$ cat src/ght_ram.sv
// ght_ram: generic single-write, single-read synchronous RAM with registered read
// data, held while read enable is low. No dependencies.
module ght_ram #(
    parameter int WIDTH  = 32,
    parameter int ADDR_W = 6
) (
    input  logic              clk,
    input  logic              we,
    input  logic [ADDR_W-1:0] waddr,
    input  logic [WIDTH-1:0]  wdata,
    input  logic              re,
    input  logic [ADDR_W-1:0] raddr,
    output logic [WIDTH-1:0]  rdata
);

    logic [WIDTH-1:0] mem [2**ADDR_W];
    logic [WIDTH-1:0] rdata_reg;

    always_ff @(posedge clk)
    begin
        if (we)
        begin
            mem[waddr] <= wdata;
        end
        if (re)
        begin
            rdata_reg <= mem[raddr];
        end
    end

    assign rdata = rdata_reg;

endmodule

$ cat config.mk
export PLATFORM = sky130hd
export DESIGN_NAME = ght_ram
export DESIGN_NICKNAME = d
export VERILOG_FILES = /design/src/ght_ram.sv
export SDC_FILE = /design/constraint.sdc
export NUM_CORES = 2
export LEC_CHECK = 0
export ABC_AREA = 0
export BUFFER_PORTS_ARGS = -buffer_cell sky130_fd_sc_hd__buf_2
export CELL_PAD_IN_SITES_DETAIL_PLACEMENT = 1
export CELL_PAD_IN_SITES_GLOBAL_PLACEMENT = 1
export CORE_MARGIN = 2
export CORE_UTILIZATION = 59
export CTS_BUF_LIST = sky130_fd_sc_hd__clkbuf_8
export CTS_CLUSTER_DIAMETER = 30
export DETAILED_ROUTE_END_ITERATION = 16
export PLACE_DENSITY_LB_ADDON = 0.1
export SETUP_SLACK_MARGIN = 0.15
export SYNTH_ARGS = -nofsm -noshare
export SYNTH_HDL_FRONTEND = slang
export SYNTH_SLANG_ARGS = --single-unit
$ cat constraint.sdc
create_clock -name clk -period 4.48 [get_ports clk]
set_clock_uncertainty 0.15 [all_clocks]
set_input_delay 0.896 -clock clk [delete_from_list [all_inputs] [get_ports clk]]
set_output_delay 0.896 -clock clk [all_outputs]
set_load 0.005 [all_outputs]
# After elaboration in Yosys (flattened, before gate mapping)
# Memory sizes are Yosys's and may differ from the RTL's. A register that Yosys moved wholly into a read port is not among the register bits.
# Cells that the tools add are included.
[totals]
out_inout_bits = 32
ramBits = 2048
wordCells = 3
regBits = 0
in_bits = 47
n_memories = 1
[memory_table]
columns = ["memory", "words", "word_bits", "rd", "rd_clocked_by_memory_dff", "wr", "line_no", "source"]
rows = [
  ["mem", 64, 32, 1, 1, 1, "16", "logic [WIDTH-1:0] mem [2**ADDR_W];"],
]
[classes]
mux = 2
[ops]
columns = ["cell", "count"]
rows = [
  ["1-bit two-way mux", 2],
]

# Longest topological paths before layout
[logic_depth]
word_depth = 2
depth_mapped = 10
mapped_depth_nobuf = 5

# Worst setup path before layout
# OpenSTA, ideal clock, no wires.
[synth_path]
path_type = "input-to-reg"
startpoint = "in waddr[3]"
endpoint = "mem mem[48][0], enable pin"
t_required_ps = 3869
arrival_ps = 3595
cell_stages = 4
n_path_buf = 1
setup_ps = 461
slack_ps = 274
path_cell_list = "clkbuf_1 -> nor2b_1 -> nand4b_1 -> nor3_1"
[synth_rtl]
columns = ["item", "line_no", "source"]
rows = [
  ["from (decl)", "9", "input logic [ADDR_W-1:0] waddr,"],
  ["to (decl)", "16", ""],
]
# No word-level cell before the write port.

==> results.json <==
{
  "setup_ws_ns": 1.04,
  "synth_top_area_share_pct": 79.2,
  "crit_path_start_kind": "input port",
  "min_period_ns": 3.44,
  "holdWs_ns": 0.303,
  "wl_um": 231000,
  "post_synth_num_cell_types": 33,
  "ff2ff_path_depth": 4,
  "netlist_area_um2": 78800,
  "crit_top_cell": "mux4_2",
  "synth_top_family_by_area": "multiplexers",
  "port_buffers": 78,
  "dp_slack_ns": 0.116,
  "die_w_um": 370,
  "crit_fanout": 69,
  "io_pins": 79,
  "fp.dieH_um": 370,
  "clockBufferDepth": 4,
  "path_buf_inv": 3,
  "cts_buffers": 415,
  "layout-drive-gt1-share_pct": 36.4,
  "clk_latency_ns": 1.05,
  "drc": 0,
  "crit-reg2reg-launch": "mem[61][28]",
  "fin_nets": 3888,
  "rrSetupSlack_ns": 1.76,
  "clkSlewWorstSetupHoldPaths_ns": 0.06,
  "synth.ff_latch_count": 2080,
  "postRouteAntennaNets": 0,
  "setup_viol": 0,
  "drv_slew": 0,
  "yosys.area.top_type": "edfxtp_1",
  "synth_fa_ha_area_share_pct": 0,
  "cts_sinks": 2080,
  "synth_area_leaders": "edfxtp_1 79%, mux4_2 16%, mux2i_1 1.2%",
  "muxShareOfSynthArea_pct": 16.7,
  "end_kind": "flop",
  "grt_max_degree": 77,
  "routedWlPerCell_um": 39.0,
  "synth_compound_area_share_pct": 1.67,
  "antenna_found_initial": 14,
  "largest_reg_flops": 2048,
  "grt_use_total_pct": 34.8,
  "critPathArrivalTime_ns": 4.03,
  "syn_area_per_cell_um2": 23.7,
  "crit_family": "buffers and inverters",
  "cts_root_buffer": "clkbuf_8",
  "syn2layout_area_growth_pct": 16.8,
  "fmax_ghz": 0.291,
  "die-area_um2": 137000,
  "drt-vias-per-instance": 6.84,
  "place_inst": 5192,
  "hold_buffers": 0,
  "tightest_slew_ns": 1.45,
  "final_area_um2": 92100,
  "hold_viol": 0,
  "period_share_pct": 76.7,
  "vdd_drop_max_uv": 360,
  "dp_hpwl_um": 127000,
  "slew_headroom_pct": 3.43,
  "p_leak_uw": 0.0296,
  "yosysSeqAreaShare_pct": 79.2,
  "syn_nets": 3371,
  "postPlaceCellArea_um2": 83100,
  "grt_first_pass_wirelength_um": 327000,
  "min_from": "wdata[2]",
  "vias": 40600,
  "design.core.area_um2": 133000,
  "cts_resized": 0,
  "syn_inst": 3324,
  "synth_warnings": 0,
  "holdPathEnd": "mem[60][2]",
  "cpPeakStageDelay_ns": 0.67,
  "start_util_pct": 59.2,
  "synth_xor_xnor_area_share_pct": 0,
  "worstPathRequired_ns": 5.08,
  "cts_setup_buffers": 0,
  "htreeDepth": 5,
  "worstSetupPathType": "input port to flop",
  "status": "complete, no violations",
  "grt.overflow.total": 0,
  "fillers": 10200,
  "powerDensity_nw_per_um2": 488,
  "drt-initial-drc-count": 5814,
  "fin_cells": 5935,
  "slowest_stage": "o22ai_1",
  "rsz0062_at_grt": "no",
  "finalWeightedCongestion": 0.813,
  "cts_tree": "built",
  "hold_path_depth": 1,
  "grt_pass1_vias": 43700,
  "synth-simple-area-share_pct": 1.26,
  "timing.setup.tns_ns": 0,
  "holdCritPathClass": "input port to flop",
  "max_cap_violations": 0,
  "rr_endpoint": "rdata[28]",
  "worstPathCellList": "buf_8 > buf_12 > buf_4 > mux4_2 > mux4_2 > o22ai_1 > nor2_1",
  "dr.pass1.iters": 5,
  "crit_start": "raddr[1]",
  "fp-row-count": 134
}
per-layer routing:
metal	vias up	share of wire, %	GRT usage, %	wire length [um]
met5	-	0.046	0	107
met4	16	3.8	13.2	8730
met3	550	12	9.27	27000
met2	2904	49	55.0	113000
met1	21700	36	47.1	82900
li1	15500	-	-	-
cells in the final DEF (no fill, tap or decap), types with 4 or more instances in the layout:
cell type and n:
nor2_1 75, a41o_1 4, clkinvlp_4 36, bufinv_16 63, nand2b_1 8, a22oi_1 12, clkbuf_8 423, a21oi_1 62
nand2_1 26, clkinv_1 60, clkinv_2 72, nor3_1 5, nand3b_1 5, nand3_1 5, buf_2 74, mux4_2 544
buf_12 39, o22ai_1 84, buf_4 166, o221ai_1 27, and3_1 4, nor2b_1 15, inv_6 4, a311oi_1 8
inv_1 55, clkinv_4 23, nor2_4 62, mux2i_1 93, edfxtp_1 2080, diode_2 7, o32ai_1 4
cell families (layout without fill, tap and decap cells):
kind of cell / Yosys count / count (layout)
DFF: 2080 / 2080
muxes: 637 / 637
and+or+nand+nor: 223 / 223
AOI/OAI and AO/OA: 202 / 202
buffers and inverters: 182 / 1018
other: 0 / 7
worst max path at each step:
stage / endpoint / slack [ns] / depth (start not counted)
after global routing: rdata[5] / 1.10 / 7
after detailed placement: rdata[28] / 0.12 / 7
final: rdata[9] / 1.04 / 7
after CTS: rdata[5] / 1.23 / 7
after floorplan: mem[48][0] / 0.27 / 4
after global placement: rdata[28] / 0.15 / 7
final cells by class:
class                      instances  area [um^2]  area share, %
sequential                      2080        62500           67.8
multi-input combinational       1062        16000           17.3
clock buffer                     423         5820           6.32
clock inverter                   313         3190           3.46
timing repair buffer             282         2440           2.65
tap                             1768         2210           2.40
antenna                            7         17.5         0.0190
worst register-to-register path: cells and delay by family (launching register included):
| family | cells | cell delay (ns) |
|---|---|---|
| multiplexers | 2 | 1.00 |
| AO/OA/AOI/OAI | 1 | 0.75 |
| flip-flops | 1 | 0.40 |
| AND/OR/NAND/NOR | 1 | 0.16 |
Yosys cell counts, drive strengths merged:
cell type / instances
or2: 3
nand2: 26
nand2b: 8
nor2b: 15
a31oi: 1
mux4: 544
buf: 108
o32ai: 4
a21oi: 62
nand4: 2
or3: 3
nor3: 7
a311oi: 8
o22ai: 84
nor2: 137
a22oi: 12
and3: 4
nand3: 5
o221ai: 27
nand3b: 5
and2: 2
nand4b: 1
clkbuf: 74
a41o: 4
edfxtp: 2080
mux2i: 93
or3b: 5
through the flow:
| stage | util [%] | power, uW |
|---|---|---|
| floorplan | - | 23100 |
| CTS | 69.2 | 45100 |
| global placement | 62.4 | 24000 |
| global route | 69.2 | 46100 |
| finish | 69.2 | 44900 |
| detailed placement | 62.4 | 24100 |
power by group:
group | total, uW | switching [uW] | internal (uW)
combinational | 2050 | 1290 | 753
sequential | 21700 | 94.5 | 21600
clock | 21200 | 8650 | 12500
total | 44900 | 10000 | 34900
Note: power is estimated with default switching activity, not from simulation.
