**src/ght_pkg.sv**
```systemverilog
// ght_pkg: shared widths, operation and status codes, and structs for the
// generational handle table. No dependencies.
package ght_pkg;

    localparam int SLOTS  = 64;
    localparam int IDX_W  = $clog2(SLOTS);
    localparam int CNT_W  = $clog2(SLOTS + 1);
    localparam int GEN_W  = 32;
    localparam int DATA_W = 64;

    localparam logic [GEN_W-1:0] INITIAL_GENERATION = 32'd1;

    typedef enum logic [2:0] {
        OP_ADD      = 3'd0,
        OP_DESTROY  = 3'd1,
        OP_UPDATE   = 3'd2,
        OP_GET      = 3'd3,
        OP_CONTAINS = 3'd4,
        OP_CLEAR    = 3'd5
    } op_t;

    typedef enum logic [1:0] {
        ST_OK       = 2'd0,
        ST_BAD_DESC = 2'd1,
        ST_STALE    = 2'd2,
        ST_FULL     = 2'd3
    } status_t;

    // Free stack entry: slot index and the generation it was freed with.
    typedef struct packed {
        logic [GEN_W-1:0] gen;
        logic [IDX_W-1:0] idx;
    } stk_entry_t;

    // Captured request.
    typedef struct packed {
        logic [2:0]        op;
        logic [IDX_W-1:0]  idx;
        logic [GEN_W-1:0]  gen;
        logic [DATA_W-1:0] data;
        logic              dvalid;
    } req_t;

    // Result of one request.
    typedef struct packed {
        logic              success;
        logic [1:0]        status;
        logic [IDX_W-1:0]  new_index;
        logic [GEN_W-1:0]  new_generation;
        logic [DATA_W-1:0] read_data;
        logic [CNT_W-1:0]  live_count;
    } res_t;

    // State updates computed by the execute stage.
    typedef struct packed {
        logic              gen_we;
        logic [IDX_W-1:0]  gen_addr;
        logic [GEN_W-1:0]  gen_wdata;
        logic              pay_we;
        logic [IDX_W-1:0]  pay_addr;
        logic [DATA_W-1:0] pay_wdata;
        logic              stk_we;
        logic [IDX_W-1:0]  stk_addr;
        stk_entry_t        stk_wdata;
        logic              occ_set;
        logic              occ_clr;
        logic              occ_clear_all;
        logic [IDX_W-1:0]  occ_addr;
        logic [CNT_W-1:0]  free_top_next;
        logic [CNT_W-1:0]  high_water_next;
        logic [CNT_W-1:0]  body_next;
    } upd_t;

endpackage

```
**src/ght_exec.sv**
```systemverilog
// ght_exec: execute stage. Resolves the handle against read data and
// computes the result and all state updates. Uses ght_pkg.
module ght_exec (
    input  ght_pkg::req_t                req,
    input  logic [ght_pkg::GEN_W-1:0]    gen_rd,
    input  logic [ght_pkg::DATA_W-1:0]   pay_rd,
    input  ght_pkg::stk_entry_t          stk_rd,
    input  logic                         occ_hit,
    input  logic [ght_pkg::CNT_W-1:0]    free_top,
    input  logic [ght_pkg::CNT_W-1:0]    high_water,
    input  logic [ght_pkg::CNT_W-1:0]    body,
    output ght_pkg::res_t                res,
    output ght_pkg::upd_t                upd
);

    logic                        resolves;
    logic [ght_pkg::GEN_W-1:0]   gen_inc;
    logic [ght_pkg::GEN_W-1:0]   gen_adv;

    assign resolves = (req.gen != '0)
                   && ({1'b0, req.idx} < high_water)
                   && occ_hit
                   && (gen_rd == req.gen);

    // generation advance skips 0
    assign gen_inc = gen_rd + ght_pkg::GEN_W'(1);
    assign gen_adv = (gen_inc == '0) ? ght_pkg::GEN_W'(1) : gen_inc;

    always_comb
    begin
        logic                       got;
        logic [ght_pkg::IDX_W-1:0]  slot;
        logic [ght_pkg::GEN_W-1:0]  sgen;

        got  = 1'b0;
        slot = '0;
        sgen = '0;

        res        = '0;
        res.status = ght_pkg::ST_OK;

        upd                 = '0;
        upd.gen_addr        = req.idx;
        upd.pay_addr        = req.idx;
        upd.pay_wdata       = req.data;
        upd.stk_addr        = free_top[ght_pkg::IDX_W-1:0];
        upd.stk_wdata.idx   = req.idx;
        upd.stk_wdata.gen   = gen_adv;
        upd.occ_addr        = req.idx;
        upd.free_top_next   = free_top;
        upd.high_water_next = high_water;
        upd.body_next       = body;

        case (req.op)
            ght_pkg::OP_ADD:
            begin
                if (!req.dvalid)
                begin
                    res.status = ght_pkg::ST_BAD_DESC;
                end
                else if (free_top != '0)
                begin
                    got               = 1'b1;
                    slot              = stk_rd.idx;
                    sgen              = stk_rd.gen;
                    upd.free_top_next = free_top - ght_pkg::CNT_W'(1);
                end
                else if (high_water < ght_pkg::CNT_W'(ght_pkg::SLOTS))
                begin
                    got                 = 1'b1;
                    slot                = high_water[ght_pkg::IDX_W-1:0];
                    sgen                = ght_pkg::INITIAL_GENERATION;
                    upd.high_water_next = high_water + ght_pkg::CNT_W'(1);
                    upd.gen_we          = 1'b1;
                    upd.gen_addr        = slot;
                    upd.gen_wdata       = ght_pkg::INITIAL_GENERATION;
                end
                else
                begin
                    res.status = ght_pkg::ST_FULL;
                end
                if (got)
                begin
                    upd.occ_set        = 1'b1;
                    upd.occ_addr       = slot;
                    upd.pay_we         = 1'b1;
                    upd.pay_addr       = slot;
                    upd.body_next      = body + ght_pkg::CNT_W'(1);
                    res.success        = 1'b1;
                    res.new_index      = slot;
                    res.new_generation = sgen;
                end
            end
            ght_pkg::OP_DESTROY:
            begin
                if (!resolves)
                begin
                    res.status = ght_pkg::ST_STALE;
                end
                else
                begin
                    upd.occ_clr   = 1'b1;
                    upd.gen_we    = 1'b1;
                    upd.gen_wdata = gen_adv;
                    if (free_top < ght_pkg::CNT_W'(ght_pkg::SLOTS))
                    begin
                        upd.stk_we        = 1'b1;
                        upd.free_top_next = free_top + ght_pkg::CNT_W'(1);
                    end
                    if (body != '0)
                    begin
                        upd.body_next = body - ght_pkg::CNT_W'(1);
                    end
                    res.success = 1'b1;
                end
            end
            ght_pkg::OP_UPDATE:
            begin
                if (!req.dvalid)
                begin
                    res.status = ght_pkg::ST_BAD_DESC;
                end
                else if (!resolves)
                begin
                    res.status = ght_pkg::ST_STALE;
                end
                else
                begin
                    upd.pay_we  = 1'b1;
                    res.success = 1'b1;
                end
            end
            ght_pkg::OP_GET:
            begin
                if (!resolves)
                begin
                    res.status = ght_pkg::ST_STALE;
                end
                else
                begin
                    res.read_data = pay_rd;
                    res.success   = 1'b1;
                end
            end
            ght_pkg::OP_CONTAINS:
            begin
                if (!resolves)
                begin
                    res.status = ght_pkg::ST_STALE;
                end
                else
                begin
                    res.success = 1'b1;
                end
            end
            ght_pkg::OP_CLEAR:
            begin
                upd.occ_clear_all   = 1'b1;
                upd.free_top_next   = '0;
                upd.high_water_next = '0;
                upd.body_next       = '0;
                res.success         = 1'b1;
            end
            default:
            begin
                // undefined codes: no effect
            end
        endcase

        res.live_count = upd.body_next;
    end

endmodule

```
**config.mk**
```make
export PLATFORM = sky130hd
export DESIGN_NAME = ght_exec
export DESIGN_NICKNAME = d
export VERILOG_FILES = /design/src/ght_pkg.sv /design/src/ght_exec.sv
export SDC_FILE = /design/constraint.sdc
export NUM_CORES = 1
export LEC_CHECK = 0
export BUFFER_PORTS_ARGS = -buffer_cell sky130_fd_sc_hd__clkbuf_2
export CAP_MARGIN = 20
export CORE_AREA = 2 2 217 219
export DETAILED_ROUTE_END_ITERATION = 8
export DIE_AREA = 0 0 219 221
export GPL_ROUTABILITY_DRIVEN = 0
export PLACE_DENSITY = 0.3
export SLEW_MARGIN = 20
export SYNTH_ARGS = -nofsm -noshare
export SYNTH_HDL_FRONTEND = slang
export SYNTH_SLANG_ARGS = --single-unit
```
**constraint.sdc**
```tcl
create_clock -name vclk -period 5.1
set_input_delay 0.51 -clock vclk [all_inputs]
set_output_delay 0.51 -clock vclk [all_outputs]
set_load 0.1 [all_outputs]
```
==> After elaboration in Yosys (flattened, before gate mapping) <==
Cells that the tools add are included.
{ "totals": {"register_bits": 0, "out_inout_bits": 297, "elab_cells": 79} }
{ "op_classes": {"add_sub_neg": 6, "n_lt_le_gt_ge": 3, "n_eq_ne": 6, "n_mux": 55, "n_reduce_logical": 9} }
{ "ops": {"columns": ["cell", "n"], "rows": [
  ["32-bit two-way mux", 4],
  ["64-bit two-way mux", 2],
  ["39-bit two-way mux", 3],
  ["38-bit two-way mux", 2],
  ["32-bit one-hot mux with 2 select lines", 1],
  ["7-bit two-way mux", 9],
  ["6-bit two-way mux", 7],
  ["7-bit one-hot mux with 3 select lines", 2],
  ["32-bit by 1-bit adder with 32-bit output (second input constant)", 1],
  ["32-bit equality test", 1],
  ["32-bit zero test", 1],
  ["32-bit nonzero test", 1],
  ["7-bit by 1-bit adder with 7-bit output (second input constant)", 3],
  ["7-bit less-than comparator (second input constant)", 2],
  ["1-bit two-way mux", 14],
  ["14-bit two-way mux", 1],
  ["7-bit one-hot mux with 2 select lines", 1],
  ["7-bit nonzero test", 2],
  ["7-bit by 1-bit subtractor with 7-bit output (second input constant)", 2],
  ["2-bit two-way mux", 5],
  ["6-bit by 7-bit less-than comparator with 1-bit output", 1],
  ["3-bit by 2-bit equality test with 1-bit output (second input constant)", 2],
  ["3-bit equality test (second input constant)", 2],
  ["2-bit one-hot mux with 3 select lines", 1],
  ["6 further kinds", 9]
]} }

==> Depth between registers and ports, before layout <==
{ "logic_depth": {"word_depth": 7, "ltp_mapped": 12, "ltp_nobuf": 9} }

==> Worst setup path after synthesis <==
OpenSTA, ideal clock, no wires.
{ "synth_timing": {"path_kind": "input to output", "start": "in gen_rd[10] (netlist bit)", "end": "out upd[145] (netlist bit)", "t_arrival_ns": 6.594, "required_time_ns": 4.590, "slack_ns": -2.004, "cell_stages": 8, "cell_sequence": "clkbuf_1 -> xnor2_1 -> nand4_1 -> nor4_1 -> o2111ai_1 -> clkbuf_1 -> clkbuf_1 -> a2111oi_0"} }
{ "synth_lines": {"columns": ["element", "line", "text"], "rows": [
  ["from (decl)", "ght_exec.sv:5", "input logic [ght_pkg::GEN_W-1:0] gen_rd,"],
  ["to (decl)", "ght_exec.sv:13", "output ght_pkg::upd_t upd"]
]} }

==> results.json <==
{
  "status": "finished, final reports clean",
  "drv_slew": 0,
  "final_common_cell": "clkbuf_2",
  "hp-start": "req[37]",
  "grt_setup_unrepaired": "false",
  "synth_area_um2": 4600,
  "p_sw_w": 0.000615,
  "clkbuf_count": 0,
  "p_sw_frac": 0.789,
  "power.density_nw_per_um2": 115,
  "slew_headroom": 0.577,
  "initial_core_util": 0.0998,
  "setup_viol": 0,
  "yosys_warnings": 0,
  "wl_per_cell_um": 19.7,
  "drt_iter0_drc": 263,
  "num_rows": 79,
  "slowest_stage": "clkbuf_2",
  "grt_pass1_wl_um": 44900,
  "hold_class": "in2out",
  "p_total_w": 0.000780,
  "holdWs_ns": 1.02,
  "required_ns": 4.59,
  "dieArea_um2": 48400,
  "syn_avg_cell_area_um2": 6.40,
  "seq_power_share": 0,
  "final_cells": 1630,
  "seq_area_um2": 0,
  "drtAntennaViolNets": 0,
  "min_period_ns": 4.21,
  "avgViaCountPerCell": 3.87,
  "gr-usage-met3": 0.0399,
  "io_buffers": 431,
  "period_share": 0.825,
  "grt_pass1_vias": 6396,
  "core-area_um2": 46100,
  "crit_chain": "clkbuf_2 > inv_1 > ha_1 > nand3b_1 > nand4_1 > nor4_1 > o2111ai_2 > buf_4 > nor3_2 > buf_4 > and2_1 > clkbuf_2",
  "die_w_um": 219,
  "peakVddDrop_mv": 0.0630,
  "synth-seq-area-share": 0,
  "cts_hold_buf": 0,
  "synth_fp_nets": 993,
  "end_kind": "output pin",
  "cap_viol_max_count": 0,
  "critPathLaunchType": "input port",
  "seq_cells": 0,
  "die_h_um": 221,
  "max_freq_mhz": 238,
  "final-hold-violation-count": 0,
  "wl_um": 32100,
  "startpoint": "high_water[5]",
  "drive_gt1_frac": 0.460,
  "leakagePower_nw": 3.46,
  "grt_max_degree": 65,
  "worst_pin_slew_ns": 0.634,
  "dp_cells": 1628,
  "arrival_ns": 3.70,
  "top_usage_layer": "met2",
  "critical-path-top-delay-family": "buffers and inverters",
  "critPathMaxStageDelay_ns": 0.47,
  "path_class": "in2out",
  "io_pins": 559,
  "dr.pass1.iters": 6,
  "cp_max_fo": 64,
  "synthToLayoutAreaGrowth_pct": 48.1,
  "layout_common_cells": "429 x clkbuf_2, 101 x and2_1, 54 x xnor2_1",
  "cp_num_buf_inv": 5,
  "hpwl_um": 28600,
  "ys_types": 62,
  "use_met2": 0.240,
  "nFillCells": 5492,
  "gr-usage-met1": 0.134,
  "finalNetCount": 1298,
  "power_frac_comb": 1.000,
  "final_core_util": 0.148,
  "synthCells": 718,
  "route.detailed.drc": 0,
  "p_int_w": 0.000164,
  "postCtsSetupRepairBufs": 0,
  "pwr-share-clk": 0,
  "overflow": 0,
  "track_usage": 0.124,
  "dr_total_vias": 6307,
  "ctsResizeCount": 0,
  "antenna_found_initial": 3
}
==> power by group through the flow <==
stage | logic (W) | clock network (W) | registers (W)
detailed placement | 0.000788 | 0 | 0
floorplan | 0.000814 | 0 | 0
global placement | 0.000790 | 0 | 0
global route | 0.000822 | 0 | 0
finish | 0.000780 | 0.0000000000266 | 0
CTS | 0.000790 | 0 | 0
==> layout make-up <==
type	instances	area, um^2	area share
multi-input combinational	549	3650	0.536
timing repair buffer	445	2290	0.337
inverter	27	101	0.0149
antenna	2	5.00	0.000736
tap	607	759	0.112
==> final timing paths <==
kind	depth (start not counted)	endpoint
hold / removal	0	upd[111]
setup / recovery	12	res[53]
==> metrics by stage <==
stage / setup TNS (ns) / instance area (um^2) / worst slack (ns)
floorplan: -0.0391 / 4630 / -0.0196
global placement: 0 / 6800 / 0.832
detailed placement: 0 / 6800 / 0.750
CTS: 0 / 6800 / 0.745
global route: 0 / 6800 / 0.587
finish: 0 / 6800 / 0.891
==> cell usage after synthesis (16+ instances only) <==
library cell | n | share of area
buf_4 | 91 | 0.15
nand4_1 | 24 | 0.033
xnor2_1 | 55 | 0.10
nor2_1 | 46 | 0.038
nor4_1 | 25 | 0.034
a21oi_1 | 16 | 0.017
and3_1 | 42 | 0.057
o21ai_0 | 23 | 0.025
clkbuf_1 | 39 | 0.032
and2_1 | 101 | 0.14
inv_1 | 25 | 0.020
nand3_1 | 27 | 0.029
nand2_1 | 38 | 0.031
nor3_1 | 22 | 0.024
==> logic make-up (layout without fill, tap and decap cells) <==
| logic type | count (synthesis) | after routing | synth area share |
|---|---|---|---|
| simple gates | 360 | 360 | 0.444 |
| buf+inv | 169 | 472 | 0.217 |
| compound gates | 95 | 95 | 0.145 |
| xor+xnor | 67 | 67 | 0.128 |
| mux | 14 | 14 | 0.0321 |
| fa+ha+maj | 13 | 13 | 0.0354 |
| other cells | 0 | 2 | 0 |
==> layer usage <==
| layer | up-vias | routed length (um) |
|---|---|---|
| met1 | 2914 | 12000 |
| met3 | 24 | 3060 |
| li1 | 3018 | - |
| met2 | 347 | 16600 |
| met5 | - | 30 |
| met4 | 4 | 470 |
Power figures use the tool's default switching activity.
